$ cat config.mk
export PLATFORM = sky130hd
export DESIGN_NAME = plin_div_cell
export DESIGN_NICKNAME = d
export VERILOG_FILES = /design/src/hw/rtl/plin_pkg.sv /design/src/hw/rtl/plin_div_cell.sv
export SDC_FILE = /design/constraint.sdc
export NUM_CORES = 1
export LEC_CHECK = 0
export BUFFER_PORTS_ARGS = -buffer_cell sky130_fd_sc_hd__buf_2
export CAP_MARGIN = 20
export CORE_MARGIN = 8
export CORE_UTILIZATION = 35
export CTS_BUF_LIST = sky130_fd_sc_hd__clkbuf_4 sky130_fd_sc_hd__clkbuf_8 sky130_fd_sc_hd__clkbuf_16
export CTS_CLUSTER_SIZE = 40
export DETAILED_ROUTE_END_ITERATION = 6
export PLACE_DENSITY_LB_ADDON = 0.1
export SYNTH_ARGS = -nofsm -noshare
export SYNTH_HDL_FRONTEND = slang
export SYNTH_SLANG_ARGS = --single-unit
$ cat constraint.sdc
create_clock -name clk -period 8.3 [get_ports clk]
set_input_delay 0.415 -clock clk [delete_from_list [all_inputs] [get_ports clk]]
set_output_delay 0.415 -clock clk [all_outputs]
set_load 0.03 [all_outputs]
$ cat src/hw/rtl/plin_pkg.sv
`timescale 1ns / 1ps
// ============================================================================
// plin_pkg
// Shared types, register codes and reset values of the piecewise linear
// interpolator.
// ============================================================================
package plin_pkg;

    localparam int DataW     = 32;
    localparam int CfgIdxW   = 3;
    localparam int CellCount = 32;

    typedef enum logic [CfgIdxW-1:0] {
        CFG_POINT_COUNT = 3'd0,
        CFG_DOMAIN_0    = 3'd1,
        CFG_DOMAIN_1    = 3'd2,
        CFG_DOMAIN_2    = 3'd3,
        CFG_RANGE_0     = 3'd4,
        CFG_RANGE_1     = 3'd5,
        CFG_RANGE_2     = 3'd6
    } plin_cfg_idx_t;

    typedef enum logic [1:0] {
        ST_INTERP = 2'd0,
        ST_LOW    = 2'd1,
        ST_HIGH   = 2'd2,
        ST_NONE   = 2'd3
    } plin_status_t;

    localparam logic [1:0]       RST_POINT_COUNT = 2'd3;
    localparam logic [DataW-1:0] RST_DOMAIN_0    = 32'd0;
    localparam logic [DataW-1:0] RST_DOMAIN_1    = 32'd655360000;
    localparam logic [DataW-1:0] RST_DOMAIN_2    = 32'd1310720000;
    localparam logic [DataW-1:0] RST_RANGE_0     = 32'd642712;
    localparam logic [DataW-1:0] RST_RANGE_1     = 32'd639894;
    localparam logic [DataW-1:0] RST_RANGE_2     = 32'd637075;

    typedef struct packed {
        logic [1:0]            point_count;
        logic [2:0][DataW-1:0] dom;
        logic [2:0][DataW-1:0] rng;
    } plin_cfg_t;

    // What travels beside the arithmetic to the final stage.
    typedef struct packed {
        plin_status_t     status;
        logic             bypass;
        logic             neg;
        logic [DataW-1:0] base;
    } plin_side_t;

    typedef struct packed {
        logic [DataW-1:0] rem;
        logic [DataW-1:0] lowq;
        logic [DataW-1:0] den;
        plin_side_t       side;
    } plin_div_t;

endpackage

$ cat src/hw/rtl/plin_div_cell.sv
`timescale 1ns / 1ps
// ============================================================================
// plin_div_cell
// One restoring division step: settles one quotient bit and hands the
// partial remainder to the next cell.
// ============================================================================
module plin_div_cell (
    input  logic                clk,
    input  logic                rst_n,
    input  logic                in_valid,
    output logic                in_ready,
    input  plin_pkg::plin_div_t in_data,
    output logic                out_valid,
    input  logic                out_ready,
    output plin_pkg::plin_div_t out_data
);
    import plin_pkg::*;

    logic           valid_reg;
    plin_div_t      data_reg;
    plin_div_t      data_next;
    logic [DataW:0] trial;
    logic [DataW:0] diff;
    logic           take;

    assign in_ready = !valid_reg || out_ready;

    always_comb
    begin
        trial = {in_data.rem, in_data.lowq[DataW-1]};
        diff  = trial - {1'b0, in_data.den};
        take  = !diff[DataW];
        data_next      = in_data;
        data_next.rem  = take ? diff[DataW-1:0] : trial[DataW-1:0];
        // Quotient bits shift in behind the dividend bits still to be used.
        data_next.lowq = {in_data.lowq[DataW-2:0], take};
    end

    always_ff @(posedge clk or negedge rst_n)
    begin
        if (!rst_n)
        begin
            valid_reg <= 1'b0;
        end
        else if (in_ready)
        begin
            valid_reg <= in_valid;
        end
    end

    always_ff @(posedge clk)
    begin
        if (in_valid && in_ready)
        begin
            data_reg <= data_next;
        end
    end

    assign out_valid = valid_reg;
    assign out_data  = data_reg;

endmodule

Yosys cells after proc, flatten, opt, wreduce, memory -nomap -nowiden
Index checks and enable logic that the tools add are counted.
Widths: inputs -> output; s select.

operators by class
  mux-type cells = 1
  reductions and logical operators = 4
  add/subtract/negate cells = 1

operators with widths
  kind               count
  $sub 33x32->33     1
  $mux 32            1
  $logic_not 1->1    2
  $logic_and 1x1->1  1
  $logic_or 1x1->1   1

storage, ports and cells
  bits of input ports = 136
  bits in registers = 133
  output and inout bits = 134
  word-level logic and storage cells = 14

Depth between registers and ports, before layout
  word-level depth = 3
  gate-level depth with buffers = 13
  mapped depth without buffers = 12

Worst setup path before layout
OpenSTA, ideal clock, no wires.

  path kind = register to register
  from = register valid_reg, in the netlist out_valid
  to = register data_reg, in the netlist out_data[0] (enable)
  data arrival time = 3.908 ns
  slack = 3.886 ns
  data required time = 7.794 ns
  setup time = 0.506 ns
  clock period less this slack = 4.414 ns
  cell stages (with the launch flop) = 3
  buffers on the path = 0
  cells stage by stage = dfrtp_1 -> nand2b_1 -> and2_1

on the way
  word-level cells in the longest chain between the ends = 3

RTL lines
  what                    RTL line             RTL
  start, declared         plin_div_cell.sv:19  logic valid_reg;
  start signal, assigned  plin_div_cell.sv:47  valid_reg <= in_valid;
  $logic_not 1->1         plin_div_cell.sv:26  assign in_ready = !valid_reg || out_ready;
  $logic_or 1x1->1        plin_div_cell.sv:26
  net in_ready            plin_div_cell.sv:11  output logic in_ready,
  $logic_and 1x1->1       plin_div_cell.sv:53  if (in_valid && in_ready)
  end signal, assigned    plin_div_cell.sv:55  data_reg <= data_next;
  end, declared           plin_div_cell.sv:20  plin_div_t data_reg;

The timed path passes the listed nets, and every way through them passes these cells.
A chain may end at the register's enable or synchronous reset.

==> impl_metrics.py <==
metrics = {
    "outcome": {
        "status": "finished clean",
    },
    "power": {
        "power_density_nw_per_um2": 230.1,
        "ir_drop_mv": 0.1583,
        "power_mw": 1.986,
        "p_leak_nw": 3.871,
    },
    "logic_synthesis": {
        "yosysUniqueCellTypes": 50,
        "async_flop_share_pct": 0.7519,
        "synth_top_area_share_pct": 61.35,
        "synth-compound-area-share_pct": 12.34,
        "netlist_instances": 496,
        "synth_top_area_cell": "edfxtp_1",
        "synth_area_per_cell_um2": 13.03,
        "ys.flop_type": "edfxtp_1",
        "synth-simple-area-share_pct": 8.308,
        "syn_area_um2": 6461,
        "synth.mux.area_fraction_pct": 4.183,
        "synth_seq_cells": 133,
        "synth_top_family_by_area": "compound AO/OA/AOI/OAI gates",
        "synth_enable_flop_cells": 132,
        "ys_seq_area_share_pct": 61.74,
        "synth_xor_area_share_pct": 3.253,
        "synthAdderAreaFrac_pct": 6.507,
        "synth_nets": 665,
        "yosys-top-cells-area": "edfxtp_1 (61%), ha_1 (6.2%), mux2_4 (4.2%), a21oi_1 (2.6%), nand2_1 (2.6%)",
        "ys_warn_count": 0,
    },
    "clocking": {
        "path_clk_slew_ns": 0.06,
        "cts_root_buf": "clkbuf_16",
        "insertion_delay_ns": 0.41,
        "clk_path_buf_depth": 2,
        "clock_sinks": 133,
        "h-tree-depth": 4,
        "cts_tree": "yes",
        "post_cts_resized": 0,
        "cts_buffers": 17,
    },
    "floorplanning": {
        "rows": 49,
        "ios": 270,
        "start_util_pct": 35.85,
        "core-area_um2": 18020,
        "die_w_um": 151.9,
        "fp.dieH_um": 151.9,
        "dieArea_um2": 23060,
    },
    "finish": {
        "final_common_cell": "buf_2",
        "nets": 940,
        "multi_input_area_um2": 2237,
        "area.sequential_um2": 3989,
        "area_growth_pct": 33.58,
        "final_cell_mix": "buf_2 (269), edfxtp_1 (132), nand2_1 (44)",
        "n_fill_cell": 1676,
        "drive_gt1_share_pct": 41.58,
        "diodes": 0,
    },
    "sta": {
        "setup_tns_ns": 0,
        "tightest_slew_ns": 0.9570,
        "slew_violations": 0,
        "hold_violations": 0,
        "rsz0062_at_grt": "false",
        "relSlewSlack_pct": 36.20,
        "finalSetupViolCount": 0,
        "finalCritPeriodShare_pct": 43.15,
        "fin_crit_ns": 3.582,
        "max_clock_freq_mhz": 279.2,
        "finClkSkew_ns": 0.006349,
    },
    "setup_path": {
        "cp_slowest_cell": "o211ai_4",
        "endpoint_kind": "flip-flop",
        "path_max_fanout": 28,
        "slowest_delay_ns": 0.64,
        "cp_cell_sequence": "buf_2 -> inv_1 -> ha_1 -> a21oi_2 -> o211ai_1 -> a221o_1 -> a211o_1 -> o21a_1 -> o211ai_4 -> inv_2 -> mux2_4",
        "cp.required_ns": 8.46,
        "start_kind": "input pin",
        "criticalPathCategory": "in2reg",
        "worstPathArrival_ns": 3.74,
    },
    "drt": {
        "via_count": 4937,
        "routed_wirelength_um": 19310,
        "via_per_inst": 4.874,
        "drtAntennaViolNets": 0,
        "drc": 0,
        "first_pass_iters": 4,
        "wl_per_cell_um": 19.06,
        "drt_iter0_markers": 290,
    },
    "place": {
        "gp_congestion": 0.7974,
        "dp.final_hpwl_um": 15330,
        "portBuffers": 269,
    },
    "grt": {
        "grt_overflow": 0,
        "grt_pass1_vias": 5101,
        "antenna_found_initial": 2,
        "grt_pass1_wl_um": 29780,
        "grt_max_degree": 74,
        "grtUsageTotal_pct": 16.40,
    },
    "hold_path": {
        "hp-class": "in2reg",
    },
    "run": {
        "maxCapViolCount": 0,
    },
}
## through the flow
stage	setup WS [ns]	hold WS, ns	area, um^2	util, %	cells
final	4.718	0.1732	8631	47.88	1013
after global placement	4.280	0.1901	8024	44.52	980
after global routing	4.439	0.1541	8631	47.88	1013
after CTS	4.669	0.1506	8631	47.88	1013
after floorplan	3.886	0.1194	6461	-	496
after detailed placement	4.237	0.1939	8024	44.52	980
## timing repair
action	4_1_cts	5_1_grt
hold buffers	1	0
endpoints found under the setup margin	0	0
setup buffers	0	0
hold endpoints to repair	1	0
## cell families (layout without fill, tap and decap cells)
family	count (synthesis)	after routing
and+or+nand+nor	111	111
xor gates and xnor gates	24	24
muxes	18	18
adders and majority gates	33	33
AOI/OAI and AO/OA	120	120
buffers and inverters	57	345
DFF	133	133
## worst paths after layout
check / from / end / slack [ns] / cells past startpoint
worst max register to register: out_valid / out_data[101] / 5.85 / 3
worst min-delay path: in_data[85] / out_data[86] / 0.17 / 1
worst max-delay path: in_data[49] / out_data[120] / 4.72 / 11
worst min register to register: out_valid / out_valid / 0.53 / 2
min in group asynchronous: rst_n / out_valid / 0.30 / 2
max in group asynchronous: rst_n / out_valid / 7.91 / 2
## cell usage after synthesis, drive strengths merged (4+ instances only)
| master | count |
|---|---|
| a211oi | 4 |
| a21o | 15 |
| a21oi | 36 |
| and2 | 4 |
| and3 | 6 |
| buf | 4 |
| clkbuf | 11 |
| edfxtp | 132 |
| ha | 32 |
| inv | 42 |
| mux2 | 18 |
| nand2 | 44 |
| nand2b | 7 |
| nand3 | 11 |
| nand4 | 7 |
| nor2 | 16 |
| nor2b | 5 |
| nor3 | 4 |
| o211ai | 9 |
| o21a | 6 |
| o21ai | 24 |
| o21bai | 5 |
| o31ai | 5 |
| xnor2 | 14 |
| xor2 | 10 |
## power breakdown
part	total, mW	internal, mW	switching, mW
logic	0.415	0.151	0.264
clock network	0.759	0.455	0.305
registers	0.812	0.802	0.0103
total	1.99	1.41	0.579
## cell type report
cell class	instances	area share (%)
Clock buffer	18	5.016
Clock inverter	14	1.899
Inverter	42	1.827
Multi-Input combinational cell	306	25.92
Sequential cell	133	46.22
Tap cell	229	3.320
Timing Repair Buffer	271	15.80
## metal layers
metal / track usage [%] / vias up / wire (um)
li1: - / 2404 / -
met1: 20.61 / 2302 / 8568
met2: 26.62 / 208 / 9142
met3: 5.306 / 19 / 1375
met4: 4.385 / 4 / 195
met5: 0 / - / 27
## state kept, by name, summed over array words and instances (netlist names)
| register | count |
|---|---|
| out_data | 132 |
| out_valid | 1 |
## worst max-delay path: cells and delay by family
family	cells	cell delay, ns
buffers and inverters	3	0.64
muxes	1	0.41
adders and majority gates	1	0.39
AOI/OAI and AO/OA	6	1.85
(Power assumes the default switching activity.)
