$ cat src/hw/rtl/plin_pkg.sv
`timescale 1ns / 1ps
// ============================================================================
// plin_pkg
// Shared types, register codes and reset values of the piecewise linear
// interpolator.
// ============================================================================
package plin_pkg;

    localparam int DataW     = 32;
    localparam int CfgIdxW   = 3;
    localparam int CellCount = 32;

    typedef enum logic [CfgIdxW-1:0] {
        CFG_POINT_COUNT = 3'd0,
        CFG_DOMAIN_0    = 3'd1,
        CFG_DOMAIN_1    = 3'd2,
        CFG_DOMAIN_2    = 3'd3,
        CFG_RANGE_0     = 3'd4,
        CFG_RANGE_1     = 3'd5,
        CFG_RANGE_2     = 3'd6
    } plin_cfg_idx_t;

    typedef enum logic [1:0] {
        ST_INTERP = 2'd0,
        ST_LOW    = 2'd1,
        ST_HIGH   = 2'd2,
        ST_NONE   = 2'd3
    } plin_status_t;

    localparam logic [1:0]       RST_POINT_COUNT = 2'd3;
    localparam logic [DataW-1:0] RST_DOMAIN_0    = 32'd0;
    localparam logic [DataW-1:0] RST_DOMAIN_1    = 32'd655360000;
    localparam logic [DataW-1:0] RST_DOMAIN_2    = 32'd1310720000;
    localparam logic [DataW-1:0] RST_RANGE_0     = 32'd642712;
    localparam logic [DataW-1:0] RST_RANGE_1     = 32'd639894;
    localparam logic [DataW-1:0] RST_RANGE_2     = 32'd637075;

    typedef struct packed {
        logic [1:0]            point_count;
        logic [2:0][DataW-1:0] dom;
        logic [2:0][DataW-1:0] rng;
    } plin_cfg_t;

    // What travels beside the arithmetic to the final stage.
    typedef struct packed {
        plin_status_t     status;
        logic             bypass;
        logic             neg;
        logic [DataW-1:0] base;
    } plin_side_t;

    typedef struct packed {
        logic [DataW-1:0] rem;
        logic [DataW-1:0] lowq;
        logic [DataW-1:0] den;
        plin_side_t       side;
    } plin_div_t;

endpackage

$ cat src/hw/rtl/plin_scale.sv
`timescale 1ns / 1ps
// ============================================================================
// plin_scale
// Product of offset and rise, then the half-divisor bias for rounding to
// nearest; loads the first divider cell.
// ============================================================================
module plin_scale (
    input  logic                       clk,
    input  logic                       rst_n,
    input  logic                       in_valid,
    output logic                       in_ready,
    input  logic [plin_pkg::DataW-1:0] in_mt,
    input  logic [plin_pkg::DataW-1:0] in_mdr,
    input  logic [plin_pkg::DataW-1:0] in_den,
    input  plin_pkg::plin_side_t       in_side,
    output logic                       out_valid,
    input  logic                       out_ready,
    output plin_pkg::plin_div_t        out_data
);
    import plin_pkg::*;

    logic                 m_valid_reg;
    logic [2*DataW-1:0]   m_mag_reg;
    logic [DataW-1:0]     m_den_reg;
    plin_side_t           m_side_reg;
    logic                 m_ready;

    logic                 b_valid_reg;
    plin_div_t            b_data_reg;
    logic                 b_ready;

    logic [2*DataW-1:0]   prod;
    logic [2*DataW-1:0]   biased;

    assign b_ready  = !b_valid_reg || out_ready;
    assign m_ready  = !m_valid_reg || b_ready;
    assign in_ready = m_ready;

    assign prod   = in_mt * in_mdr;
    assign biased = m_mag_reg + {{(DataW+1){1'b0}}, m_den_reg[DataW-1:1]};

    always_ff @(posedge clk or negedge rst_n)
    begin
        if (!rst_n)
        begin
            m_valid_reg <= 1'b0;
            b_valid_reg <= 1'b0;
        end
        else
        begin
            if (m_ready)
            begin
                m_valid_reg <= in_valid;
            end
            if (b_ready)
            begin
                b_valid_reg <= m_valid_reg;
            end
        end
    end

    always_ff @(posedge clk)
    begin
        if (in_valid && m_ready)
        begin
            m_mag_reg  <= prod;
            m_den_reg  <= in_den;
            m_side_reg <= in_side;
        end
        if (m_valid_reg && b_ready)
        begin
            // The upper half is below the divisor, so the quotient fits in one word.
            b_data_reg.rem  <= biased[2*DataW-1:DataW];
            b_data_reg.lowq <= biased[DataW-1:0];
            b_data_reg.den  <= m_den_reg;
            b_data_reg.side <= m_side_reg;
        end
    end

    assign out_valid = b_valid_reg;
    assign out_data  = b_data_reg;

endmodule

$ cat config.mk
export PLATFORM = sky130hd
export DESIGN_NAME = plin_scale
export DESIGN_NICKNAME = d
export VERILOG_FILES = /design/src/hw/rtl/plin_pkg.sv /design/src/hw/rtl/plin_scale.sv
export SDC_FILE = /design/constraint.sdc
export NUM_CORES = 2
export LEC_CHECK = 0
export ABC_AREA = 1
export BUFFER_PORTS_ARGS = -buffer_cell sky130_fd_sc_hd__buf_2
export CORE_ASPECT_RATIO = 1.1
export CORE_MARGIN = 2
export CORE_UTILIZATION = 60
export CTS_CLUSTER_SIZE = 25
export DETAILED_ROUTE_END_ITERATION = 6
export PLACE_DENSITY = 0.78
export SKIP_CTS_REPAIR_TIMING = 1
export SYNTH_ARGS = -nofsm -noshare
export SYNTH_HDL_FRONTEND = slang
export SYNTH_SLANG_ARGS = --single-unit
$ cat constraint.sdc
create_clock -name clk -period 14.83 [get_ports clk]
set_input_delay 1.483 -clock clk [delete_from_list [all_inputs] [get_ports clk]]
set_output_delay 1.483 -clock clk [all_outputs]
set_load 0.03 [all_outputs]
Yosys cells after proc, flatten, opt, wreduce, memory -nomap -nowiden
Cells that the tools add are included.
W data, S select, Z words.
{"block": "classes", "n_mul": 1, "add_sub_neg": 1, "reduce_logical": 6}
{"operator": "$add A64 B31 Y64", "n": 1}
{"operator": "$mul A32 B32 Y64", "n": 1}
{"operator": "$logic_and A1 B1 Y1", "n": 2}
{"operator": "$logic_not A1 Y1", "n": 2}
{"operator": "$logic_or A1 B1 Y1", "n": 2}
{"block": "totals", "regBits": 266, "input_bits": 136, "out_inout_bits": 134}

Depth between registers and ports, before layout
{"block": "logic_depth", "word_depth": 4, "depth_mapped": 32, "ltp_nobuf": 31}

Worst setup path after synthesis
Ideal clock, no wire load.
{"block": "synth_path", "kind": "input port to flip-flop", "startpoint": "input port out_ready", "endpoint": "register b_data_reg (netlist bit out_data[0]) (enable)", "arrival_ps": 7873, "cell_stages": 2, "required_time_ps": 14163, "path_slack_ps": 6290, "cell_sequence": "inv_1 -> a21oi_1"}
{"block": "synth_between", "elab_chain_cells": 2}
{"item": "start: declaration", "line_no": "plin_scale.sv:17", "rtl": "input logic out_ready,"}
{"item": "$logic_or A1 B1 Y1", "line_no": "plin_scale.sv:35", "rtl": "assign b_ready = !b_valid_reg || out_ready;"}
{"item": "$logic_and A1 B1 Y1", "line_no": "plin_scale.sv:70", "rtl": "if (m_valid_reg && b_ready)"}
{"item": "end: declaration", "line_no": "plin_scale.sv:29", "rtl": "plin_div_t b_data_reg;"}
No other way between the ends.
A chain may end at the register's enable or synchronous reset.

Final worst setup path
{"block": "layout_path", "startpoint": "input port in_mt[16] in the netlist's numbering", "endpoint": "register m_mag_reg[59] (data pin)"}
{"block": "layout_between", "elab_chain_cells": 1}
{"item": "start: declaration", "line_no": "plin_scale.sv:12", "rtl": "input logic [plin_pkg::DataW-1:0] in_mt,"}
{"item": "$mul A32 B32 Y64", "line_no": "plin_scale.sv:39", "rtl": "assign prod = in_mt * in_mdr;"}
{"item": "net prod[59]", "line_no": "plin_scale.sv:32", "rtl": "logic [2*DataW-1:0] prod;"}
{"item": "end signal: assignment", "line_no": "plin_scale.sv:66", "rtl": "m_mag_reg <= prod;"}
{"item": "end: declaration", "line_no": "plin_scale.sv:23", "rtl": "logic [2*DataW-1:0] m_mag_reg;"}
The timed path passes the listed nets, and every way through them passes these cells.

==> impl_metrics.csv <==
group,metric,value,unit
run_status,status,"finished clean",
placed_design,port_buffers,269,
timing,whs,0.420,ns
drt,drc,0,
drt,vias,38400,
critical_path,critPathArrivalTime,8.34,ns
layout,fill_cells,6863,
die,die_area,82900,um^2
drt,dr.pass1.iters,6,
timing,hold_viol_final,0,
synth,yosysTopAreaCellShare,37.1,%
timing,layout_worst_path_cycle_share,54.2,%
synth,synth_common_cells,"1978 x inv_1, 1954 x nand2_1, 897 x fa_1",
timing,finalSetupViolations,0,
critical_path,cp_data_required_time,15.13,ns
clock_tree,cts.reportedPaths.clkPinSlew,0.07,ns
layout,nets,7603,
critical_path,start_kind,"input port",
synth,synth_top_family_by_area,"adder cells",
clock_tree,clk_latency,0.55,ns
timing,tightest_slew,1.02,ns
drt,routed_wl,132,mm
layout,final_util,64.0,%
die,initial_core_util,60.4,%
grt,grt_max_degree,72,
min_path,hold_path_class,"flip-flop to flip-flop",
grt,grt_pass1_wl,213,mm
synth,synth.top_cells.by_area,"fa_1 37%, edfxtp_1 16%, inv_1 15%",
synth,ys.flop_type,"edfxtp_1",
layout,layout-area-overhead-vs-synth,5.94,%
die,core,80100,um^2
clock_tree,clk_path_buf_depth,3,
clock_tree,htreeDepth,1,
placed_design,dp_hpwl,106,mm
critical_path,worstSetupPathType,"input port to flip-flop",
synth,synth_mux_area_share,0,%
placed_design,globalplace.congestion,0.962,
timing,fmaxAchievable,0.124,GHz
synth,synth_seq_cells,266,
synth,synth_fa_ha_area_share,44.7,%
synth,synth_edf_count,264,
grt,gr-usage-all-layers,33.2,%
synth,syn_inst,6166,
clock_tree,root_buffer,"clkbuf_16",
synth,synth_compound_area_share,1.06,%
clock_tree,cts_num_sinks,266,
drt,drt-initial-drc-count,3145,
die,die_x,275,um
drt,ant_nets,0,
timing,period_minus_slack,8.04,ns
synth,ys_seq_area_share,16.5,%
grt,gr-total-overflow,0,
synth,syn_nets,7493,
synth,synth_area_leader_cell,"fa_1",
synth,avgSynthCellArea,7.84,um^2
timing,slew_viol_final,0,
timing,relSlewSlack,31.8,%
synth,yosys_warnings,0,
die,rows,109,
critical_path,cp_max_fo,32,
die,dieHeight,302,um
synth,yosysUniqueCellTypes,33,
critical_path,end_kind,"flip-flop",
synth,syn_area,48400,um^2
grt,grt_pass1_vias,41100,
die,pin_count,270,
clock_tree,cts_tree,"yes",
clock_tree,cts_buffers,24,
synth,yosysMostFrequentCell,"inv_1",
timing,finalSetupTns,0,ns
timing,clock_skew,0.0123,ns
drt,viasPerCell,5.22,
layout,drive_above_1_share,6.45,%
synth,synth_xor_area_share,1.20,%
run,drv_cap,0,
synth,yosys.area_share.simple,19.6,%
grt,antenna_found_initial,2,
layout,largest_reg_flops,132,
synth,synth-async-reset-ratio,0.752,%
drt,post_drt_wl_per_cell,18.0,um
timing,rsz0062_at_grt,"false",
[final timing paths]
| check | start | endpoint | slack (ns) | cells past startpoint |
|---|---|---|---|---|
| min in group asynchronous | rst_n | out_valid$_DFFE_PN0P_ | 0.71 | 1 |
| worst max-delay path | in_mt[16] | m_mag_reg[59]$_DFFE_PP_ | 6.79 | 26 |
| max in group asynchronous | rst_n | m_valid_reg$_DFFE_PN0N_ | 14.02 | 1 |
| worst min-delay path | m_side_reg[13]$_DFFE_PP_ | out_data[13]$_DFFE_PP_ | 0.42 | 0 |
| worst max register to register | out_valid$_DFFE_PN0P_ | out_data[127]$_DFFE_PP_ | 11.82 | 3 |
| worst min register to register | m_side_reg[13]$_DFFE_PP_ | out_data[13]$_DFFE_PP_ | 0.42 | 0 |
[cells in the final DEF, fill, tap and decap left out, types with 29 or more instances in the layout]
master / n
a21oi_1: 60
buf_2: 269
edfxtp_1: 264
nand4_1: 29
nand2_1: 1954
ha_1: 294
nand3_1: 118
fa_1: 897
nor2_1: 175
inv_1: 1977
xor2_1: 60
[layout make-up]
class,instances,area [um^2],area share (%)
Antenna cell,2,5.00,0.00977
Clock buffer,24,601,1.17
Clock inverter,20,254,0.496
Inverter,1993,7490,14.6
Multi-Input combinational cell,3715,32200,62.8
Sequential cell,266,7980,15.6
Tap cell,1054,1320,2.57
Timing Repair Buffer,276,1400,2.73
[per-stage QoR]
stage	std cells	cell area (um^2)	setup slack (ns)
5_1_grt	7349	51200	6.51
2_1_floorplan	6166	48400	6.29
3_5_place_dp	7304	50400	6.24
6_report	7350	51200	6.79
3_3_place_gp	7304	50400	6.40
4_1_cts	7348	51200	6.84
[cells by family after synthesis]
group | Yosys count
simple gates | 2370
buf+inv | 2185
fa+ha+maj | 1191
flops | 266
compound gates | 88
xor+xnor | 66
[per-layer routing]
layer	track usage, %	share of wire, %
met3	4.48	8.7
met5	0	0
met1	40.7	37
met2	57.9	48
met4	16.2	5.6
[worst max-delay path, stage by stage]
cell     delay, ns
buf_2         0.75
nand2_1       0.19
fa_1          0.54
fa_1          0.51
inv_1         0.05
fa_1          0.50
inv_1         0.05
fa_1          0.47
inv_1         0.05
fa_1          0.53
fa_1          0.44
inv_1         0.09
fa_1          0.43
fa_1          0.49
inv_1         0.05
ha_1          0.35
nand2_1       0.16
inv_1         0.05
nand2_1       0.06
nand2_1       0.08
a21oi_1       0.40
nand3_2       0.22
nand2_1       0.18
nand3_1       0.08
nand2_1       0.07
nand2_1       0.05
Power is not shown: default switching activity piles up to over one toggle a cycle in this logic, so the estimate is an artifact.
