==> src/hw/rtl/plin_pkg.sv <==
`timescale 1ns / 1ps
// ============================================================================
// plin_pkg
// Shared types, register codes and reset values of the piecewise linear
// interpolator.
// ============================================================================
package plin_pkg;

    localparam int DataW     = 32;
    localparam int CfgIdxW   = 3;
    localparam int CellCount = 32;

    typedef enum logic [CfgIdxW-1:0] {
        CFG_POINT_COUNT = 3'd0,
        CFG_DOMAIN_0    = 3'd1,
        CFG_DOMAIN_1    = 3'd2,
        CFG_DOMAIN_2    = 3'd3,
        CFG_RANGE_0     = 3'd4,
        CFG_RANGE_1     = 3'd5,
        CFG_RANGE_2     = 3'd6
    } plin_cfg_idx_t;

    typedef enum logic [1:0] {
        ST_INTERP = 2'd0,
        ST_LOW    = 2'd1,
        ST_HIGH   = 2'd2,
        ST_NONE   = 2'd3
    } plin_status_t;

    localparam logic [1:0]       RST_POINT_COUNT = 2'd3;
    localparam logic [DataW-1:0] RST_DOMAIN_0    = 32'd0;
    localparam logic [DataW-1:0] RST_DOMAIN_1    = 32'd655360000;
    localparam logic [DataW-1:0] RST_DOMAIN_2    = 32'd1310720000;
    localparam logic [DataW-1:0] RST_RANGE_0     = 32'd642712;
    localparam logic [DataW-1:0] RST_RANGE_1     = 32'd639894;
    localparam logic [DataW-1:0] RST_RANGE_2     = 32'd637075;

    typedef struct packed {
        logic [1:0]            point_count;
        logic [2:0][DataW-1:0] dom;
        logic [2:0][DataW-1:0] rng;
    } plin_cfg_t;

    // What travels beside the arithmetic to the final stage.
    typedef struct packed {
        plin_status_t     status;
        logic             bypass;
        logic             neg;
        logic [DataW-1:0] base;
    } plin_side_t;

    typedef struct packed {
        logic [DataW-1:0] rem;
        logic [DataW-1:0] lowq;
        logic [DataW-1:0] den;
        plin_side_t       side;
    } plin_div_t;

endpackage

==> src/hw/rtl/plin_setup.sv <==
`timescale 1ns / 1ps
// ============================================================================
// plin_setup
// Two pipeline stages: segment search and clamp decision, then the segment
// differences that feed the multiplier and the divider.
// ============================================================================
module plin_setup (
    input  logic                     clk,
    input  logic                     rst_n,
    input  plin_pkg::plin_cfg_t      cfg,
    input  logic                     in_valid,
    output logic                     in_ready,
    input  logic [plin_pkg::DataW-1:0] in_x,
    output logic                     out_valid,
    input  logic                     out_ready,
    output logic [plin_pkg::DataW-1:0] out_mt,
    output logic [plin_pkg::DataW-1:0] out_mdr,
    output logic [plin_pkg::DataW-1:0] out_den,
    output plin_pkg::plin_side_t     out_side
);
    import plin_pkg::*;

    logic                    s1_valid_reg;
    logic [DataW-1:0]        s1_x_reg;
    logic                    s1_seg_reg;
    plin_status_t            s1_status_reg;
    logic [DataW-1:0]        s1_clamp_reg;
    logic                    s1_ready;

    logic                    s2_valid_reg;
    logic [DataW-1:0]        s2_mt_reg;
    logic [DataW-1:0]        s2_mdr_reg;
    logic [DataW-1:0]        s2_den_reg;
    plin_side_t              s2_side_reg;
    logic                    s2_ready;

    logic signed [DataW-1:0] x, d0, d1, d2, dlast;
    logic                    two_up, three, in0, in1;
    logic                    seg_next;
    plin_status_t            status_next;
    logic [DataW-1:0]        clamp_next;
    logic [DataW-1:0]        rlast;

    logic [DataW-1:0]        da, db, ra, rb;
    logic [DataW:0]          den33, t33, dr33, mdr33;
    plin_side_t              side_next;

    assign s2_ready = !s2_valid_reg || out_ready;
    assign s1_ready = !s1_valid_reg || s2_ready;
    assign in_ready = s1_ready;

    // Stage 1: find the first segment holding the query, else the clamp side, else none.
    always_comb
    begin
        x      = $signed(in_x);
        d0     = $signed(cfg.dom[0]);
        d1     = $signed(cfg.dom[1]);
        d2     = $signed(cfg.dom[2]);
        two_up = cfg.point_count[1];
        three  = (cfg.point_count == 2'd3);
        dlast  = three ? d2 : d1;
        rlast  = three ? cfg.rng[2] : cfg.rng[1];
        in0    = two_up && (x >= d0) && (x <= d1);
        in1    = three && (x >= d1) && (x <= d2);
        seg_next    = 1'b0;
        status_next = ST_NONE;
        clamp_next  = '0;
        priority if (!two_up)
        begin
            status_next = ST_NONE;
        end
        else if (in0)
        begin
            status_next = ST_INTERP;
        end
        else if (in1)
        begin
            status_next = ST_INTERP;
            seg_next    = 1'b1;
        end
        else if (x < d0)
        begin
            status_next = ST_LOW;
            clamp_next  = cfg.rng[0];
        end
        else if (x > dlast)
        begin
            status_next = ST_HIGH;
            clamp_next  = rlast;
        end
        else
        begin
            status_next = ST_NONE;
        end
    end

    // Stage 2: differences of the chosen segment.
    always_comb
    begin
        da    = s1_seg_reg ? cfg.dom[1] : cfg.dom[0];
        db    = s1_seg_reg ? cfg.dom[2] : cfg.dom[1];
        ra    = s1_seg_reg ? cfg.rng[1] : cfg.rng[0];
        rb    = s1_seg_reg ? cfg.rng[2] : cfg.rng[1];
        den33 = {db[DataW-1], db} - {da[DataW-1], da};
        t33   = {s1_x_reg[DataW-1], s1_x_reg} - {da[DataW-1], da};
        dr33  = {rb[DataW-1], rb} - {ra[DataW-1], ra};
        mdr33 = dr33[DataW] ? (~dr33 + 1'b1) : dr33;
        side_next.status = s1_status_reg;
        side_next.neg    = dr33[DataW];
        side_next.bypass = (s1_status_reg != ST_INTERP) || (den33[DataW-1:0] == '0);
        side_next.base   = (s1_status_reg == ST_INTERP) ? ra : s1_clamp_reg;
    end

    always_ff @(posedge clk or negedge rst_n)
    begin
        if (!rst_n)
        begin
            s1_valid_reg <= 1'b0;
            s2_valid_reg <= 1'b0;
        end
        else
        begin
            if (s1_ready)
            begin
                s1_valid_reg <= in_valid;
            end
            if (s2_ready)
            begin
                s2_valid_reg <= s1_valid_reg;
            end
        end
    end

    always_ff @(posedge clk)
    begin
        if (in_valid && s1_ready)
        begin
            s1_x_reg      <= in_x;
            s1_seg_reg    <= seg_next;
            s1_status_reg <= status_next;
            s1_clamp_reg  <= clamp_next;
        end
        if (s1_valid_reg && s2_ready)
        begin
            s2_mt_reg   <= t33[DataW-1:0];
            s2_mdr_reg  <= mdr33[DataW-1:0];
            s2_den_reg  <= den33[DataW-1:0];
            s2_side_reg <= side_next;
        end
    end

    assign out_valid = s2_valid_reg;
    assign out_mt    = s2_mt_reg;
    assign out_mdr   = s2_mdr_reg;
    assign out_den   = s2_den_reg;
    assign out_side  = s2_side_reg;

endmodule

==> config.mk <==
export PLATFORM = sky130hd
export DESIGN_NAME = plin_setup
export DESIGN_NICKNAME = d
export VERILOG_FILES = /design/src/hw/rtl/plin_pkg.sv /design/src/hw/rtl/plin_setup.sv
export SDC_FILE = /design/constraint.sdc
export NUM_CORES = 1
export LEC_CHECK = 0
export BUFFER_PORTS_ARGS = -buffer_cell sky130_fd_sc_hd__buf_2
export CAP_MARGIN = 20
export CORE_UTILIZATION = 28
export CTS_CLUSTER_DIAMETER = 50
export DETAILED_ROUTE_END_ITERATION = 8
export GPL_TIMING_DRIVEN = 0
export PLACE_DENSITY = 0.49
export RECOVER_POWER = 100
export SLEW_MARGIN = 10
export SYNTH_ARGS = -nofsm -noshare
export SYNTH_HDL_FRONTEND = slang
export SYNTH_SLANG_ARGS = --single-unit
export TNS_END_PERCENT = 5
==> constraint.sdc <==
create_clock -name clk -period 7.65 [get_ports clk]
set_clock_uncertainty 0.1 [all_clocks]
set_input_delay 0.765 -clock clk [delete_from_list [all_inputs] [get_ports clk]]
set_output_delay 0.765 -clock clk [all_outputs]
set_load 0.01 [all_outputs]
# Word level (Yosys, flattened, before mapping)
# Cells that the tools add are included.
[op_classes]
add_sub_neg = 4
magnitude_cmp = 6
eq_ne = 1
mux = 15
bitwise = 2
n_reduce_logical = 16
[ops]
columns = ["cell", "n"]
rows = [
  ["two-way mux 32 bit", 10],
  ["greater-or-equal comparator 32 bit", 2],
  ["less-or-equal comparator 32 bit", 2],
  ["subtractor 32 bit", 2],
  ["subtractor 32 x 32 -> 33 bit", 1],
  ["adder 32 x 1 -> 32 bit, second input constant", 1],
  ["greater-than comparator 32 bit", 1],
  ["zero test 32 bit", 1],
  ["< comparator 32 bit", 1],
  ["inverter 32 bit", 1],
  ["logical AND 1 bit", 6],
  ["two-way mux 2 bit", 3],
  ["logical OR 1 bit", 3],
  ["OR reduction 3 bit", 1],
  ["equality test 2 bit, second input constant", 1],
  ["zero test 1 bit", 2],
  ["zero test 2 bit", 1],
  ["two-way mux 1 bit", 2],
  ["nonzero test 2 bit", 1],
  ["OR reduction 2 bit", 1],
  ["inverter 1 bit", 1],
]
[word_totals]
regBits = 201
in_bits = 230
output_inout_bits = 134
elab_cells = 57

# Longest topological paths before layout
[depth]
word_depth = 7
ltp_mapped = 20
ltp_nobuf = 15

# Worst setup path after synthesis
# No wires, ideal clock.
[synth_path]
path_type = "reg2reg"
start = "register s1_seg_reg"
end = "register s2_mdr_reg[29] (netlist: out_mdr[29]), data pin"
setup_ns = 0.265
arrival_time_ns = 4.972
required_ns = 7.285
path_slack_ns = 2.313
stages_incl_launch_ff = 19
path_buffers = 4
synth_period_minus_slack_ns = 5.337
cell_sequence = "edfxtp_1 clkbuf_1 clkbuf_1 buf_1 clkbuf_1 mux2i_1 ha_1 fa_1 nand2b_1 a21oi_1 o2111a_1 nor4_1 nor3b_1 xor2_1 or3_1 or3_1 or2_1 o31ai_1 xnor2_1"
[synth_via]
elab_chain_len = 5
word_cells_on_any_way = 6
cone_classes = "add/sub: 2; mux: 3; bitwise: 1"
[synth_lines]
columns = ["element", "line_no", "text"]
rows = [
  ["start: declaration", "plin_setup.sv:25", "logic s1_seg_reg;"],
  ["start signal: assignment", "plin_setup.sv:139", "s1_seg_reg <= seg_next;"],
  ["two-way mux 32 bit, on equally long branches", "plin_setup.sv:103, plin_setup.sv:102", ""],
  ["subtractor 32 x 32 -> 33 bit (*)", "plin_setup.sv:106", "dr33 = {rb[DataW-1], rb} - {ra[DataW-1], ra};"],
  ["inverter 32 bit", "plin_setup.sv:107", "mdr33 = dr33[DataW] ? (~dr33 + 1'b1) : dr33;"],
  ["adder 32 x 1 -> 32 bit", "plin_setup.sv:107", ""],
  ["two-way mux 32 bit (*)", "plin_setup.sv:107", ""],
  ["named net mdr33[29]", "plin_setup.sv:45", "logic [DataW:0] den33, t33, dr33, mdr33;"],
  ["end signal: assignment", "plin_setup.sv:146", "s2_mdr_reg <= mdr33[DataW-1:0];"],
  ["end: declaration", "plin_setup.sv:32", "logic [DataW-1:0] s2_mdr_reg;"],
]
# Mark *: on every way through the listed nets, which the timed path passes. The rest lies on a longest branch.
# A chain may end at the register's enable or synchronous reset.

# Final worst setup path
[layout_path]
start = "register s1_seg_reg"
end = "register s2_mdr_reg[31] (netlist: out_mdr[31]), data pin"
# The elaborated chain is that of the path after synthesis.

==> metrics.md <==
| Metric | Value |
|---|---|
| Hold slack | `0.309 ns` |
| Simple-gate portion of the synthesized area | `16.1%` |
| Fill cells | `6735` |
| Critical Path RT | `7.87 ns` |
| R2r startpoint | `s1_seg_reg$_SDFFCE_PP0P_` |
| Net Count, Synth | `2434` |
| Max Slew Vio Count | `207` |
| Most common cell after layout, fill and taps aside | `nand2_1` |
| Mean post-synth cell area | `9.10 µm²` |
| Drt via density | `5.14` |
| Core ar. | `63300 µm²` |
| Final period utilization | `91.5%` |
| Async set-or-reset flop fraction in the synthesized netlist | `0.995%` |
| Total vias in the final route | `16813` |
| Slew HR | `-112%` |
| Detail Route Antenna Nets | `0` |
| Clk_lat worst skew | `0.58 ns` |
| Area leader, netlist | `edfxtp_1` |
| DP HPWL | `56500 µm` |
| Synth Area in XOR/XNOR | `4.43%` |
| Initial antenna violation count | `21` |
| Critical path arrival | `7.22 ns` |
| Port bufs | `363` |
| Total wire length | `69600 µm` |
| First-pass GRT wire length | `103000 µm` |
| Post-synthesis adder-cell area fraction | `15.8%` |
| FF/Latch Area | `6030 µm²` |
| H-tree levels | `2` |
| FP Rows | `92` |
| Crit path max fanout | `10` |
| # nets final | `2844` |
| Routed len/inst | `21.3 µm` |
| Outcome | `finished, violations left` |
| Endpoints failing setup | `0` |
| Register area share after synthesis | `33.5%` |
| Syn. warnings | `0` |
| Synth Register Bits | `201` |
| Tightest Hold Check Type | `input port to flop` |
| Residual DRC | `0` |
| RSZ-0062 raised after global routing | `false` |
| Slowest stage delay, CP | `0.64 ns` |
| CP max stage cell | `nor4_1` |
| Ports | `364` |
| Multi-input gate area | `11200 µm²` |
| Main area contributors after synthesis | `edfxtp_1 (33%), ha_1 (15%), mux2i_1 (5.6%)` |
| Die Wd | `256 µm` |
| Syn Inst Count | `1978` |
| Setup WS post-layout | `0.651 ns` |
| GPL Wtd Cong | `0.936` |
| Layout cells sized above 1 | `13.1%` |
| Max Cap Viol | `5` |
| Pre-CTS WS | `-0.233 ns` |
| Worst Hold Launch | `in_valid` |
| Most frequent cells in the layout | `nand2_1 (242), clkbuf_1 (229), ha_1 (223)` |
| Initial Util | `28.4%` |
| Syn Std Cell Area | `18000 µm²` |
| Slew @ Worst Pin | `3.17 ns` |
| Main combinational cell family by area after synthesis | `compound AO/OA/AOI/OAI gates` |
| Largest net degree at the start of global routing | `55` |
| CTS root buf | `clkbuf_16` |
| DRT Pass-1 Iters | `5` |
| CP endpoint kind | `flop` |
| Die H | `256 µm` |
| Synth cell types | `73` |
| Crit path time final | `7.00 ns` |
| Ys flop type | `edfxtp_1` |
| Die area | `65300 µm²` |
| Pwr/cell area | `225 nW/µm²` |
| 1st-iter DRT viols | `939` |
| Startpoint types | `flop` |
| Max FFs per register | `36` |
| Post-synthesis compound-gate area fraction | `18.3%` |
| Post-synth top area share | `33.2%` |
| # Post-CTS Setup Buffers | `0` |
| Pleak | `9.51 nW` |
| FMAX | `0.143 GHz` |
| Setup TNS | `0 ns` |
| CTS sink count | `201` |
| Kind of critical path | `flop to flop` |
| Clk slew on worst S/H paths | `0.06 ns` |
| Syn-to-layout area delta | `22.2%` |
| Vias in the first global route | `16856` |
| Worst VDD drop | `120 µV` |
| Post-synth EDFFs | `199` |
| Crit path launch | `s1_seg_reg$_SDFFCE_PP0P_` |
| Critical Path, Cell by Cell | `clkbuf_1 -> clkbuf_2 -> clkbuf_1 -> buf_8 -> clkbuf_2 -> mux2i_1 -> ha_1 -> fa_1 -> nand2b_1 -> a21oi_1 -> o2111a_1 -> nor4_1 -> nor3b_1 -> a31oi_1 -> a41oi_1 -> nand3b_1 -> nor4_1 -> nand2_1 -> o311a_1` |
| Final Hold Fails | `0` |
| CTS Buf Count | `39` |
| Clock Tree Buf Depth | `3` |
| Violated checks | `max-capacitance violations, max-slew violations` |
| Mux share of post-synthesis cell area | `7.68%` |
| Grt ovf | `0` |
| GRT Overall Usage | `20.7%` |
| CTS tree | `yes` |
[layout make-up]
class / count / share of cell area [%]
Antenna cell: 6 / 0.0683
Buffer: 61 / 1.06
Multi-Input combinational cell: 1574 / 51.0
Inverter: 142 / 2.42
Clock buffer: 43 / 4.55
Tap cell: 846 / 4.81
Clock inverter: 27 / 1.24
Sequential cell: 201 / 27.4
Timing Repair Buffer: 369 / 7.49
[final timing paths]
path	cells after the start	slack, ns	endpoint
worst max-delay path	19	0.65	out_mdr[31]$_DFFE_PP_
worst min-delay path	2	0.31	s1_valid_reg$_DFFE_PN0N_
worst max register to register	19	0.65	out_mdr[31]$_DFFE_PP_
worst min register to register	0	0.38	out_side[34]$_DFFE_PP_
max in group asynchronous	2	6.90	s1_valid_reg$_DFFE_PN0N_
min in group asynchronous	2	0.42	out_valid$_DFFE_PN0P_
[cell usage after synthesis (all sizes together), types with 5 or more instances]
cell,n
nand2,242
ha,223
edfxtp,199
a21oi,151
inv,142
o21ai,129
mux2i,100
nor2,98
a21o,92
xnor2,56
clkbuf,52
nand3,46
nand2b,37
nand4,35
xor2,35
mux2,34
nor3,30
nor2b,24
o21a,24
and2,18
a31oi,15
and3,15
or2,14
a211oi,10
o21bai,10
o31ai,10
or3,10
buf,9
o211ai,9
o221ai,9
nor4,8
a211o,6
o211a,6
a2111oi,5
nor3b,5
o2111ai,5
o311ai,5
[logic make-up (layout without fill, tap and decap cells)]
| kind of cell | Yosys count | count (layout) |
|---|---|---|
| and+or+nand+nor | 603 | 603 |
| AOI/OAI and AO/OA | 520 | 520 |
| adders and majority gates | 226 | 226 |
| buffers and inverters | 203 | 642 |
| DFF | 201 | 201 |
| muxes | 134 | 134 |
| xor gates and xnor gates | 91 | 91 |
| other | 0 | 6 |
[per-layer routing]
metal  global-route usage (%)  vias up  routed length [µm]
met5                        0        -                 143
met4                     5.99       24                1640
met2                     33.3      510               31100
met3                     4.59      112                4580
li1                         -     8123                   -
met1                     27.6     8044               32100
[per-stage QoR]
step | std cells | area (µm²) | total power, mW | util (%)
2_1_floorplan | 1978 | 18000 | 2.65 | -
3_3_place_gp | 3187 | 20900 | 3.29 | 33.0
3_5_place_dp | 3192 | 21000 | 3.30 | 33.2
4_1_cts | 3263 | 22300 | 5.04 | 35.2
5_1_grt | 3269 | 22000 | 5.23 | 34.7
6_report | 3269 | 22000 | 4.95 | 34.7
[power breakdown]
| group | internal, mW | total, mW | switching (mW) | leakage (nW) |
|---|---|---|---|---|
| Combinational | 0.637 | 1.74 | 1.11 | 6.95 |
| Clock | 1.03 | 1.70 | 0.668 | 0.611 |
| Sequential | 1.46 | 1.51 | 0.0500 | 1.95 |
[worst max-delay path: cells and delay by family, from the launching register on]
kind	cells	cell delay [ns]
muxes	1	0.15
DFF	1	0.31
AOI/OAI and AO/OA	5	1.62
buffers and inverters	5	2.15
and+or+nand+nor	6	1.72
adders and majority gates	2	0.68
[what timing repair did]
item / CTS / global route
endpoints found under the hold margin: 2 / 0
hold buffers: 1 / 0
setup endpoints to repair: 16 / 3
resized for setup: 1 / 6
Power figures use the tool's default switching activity.
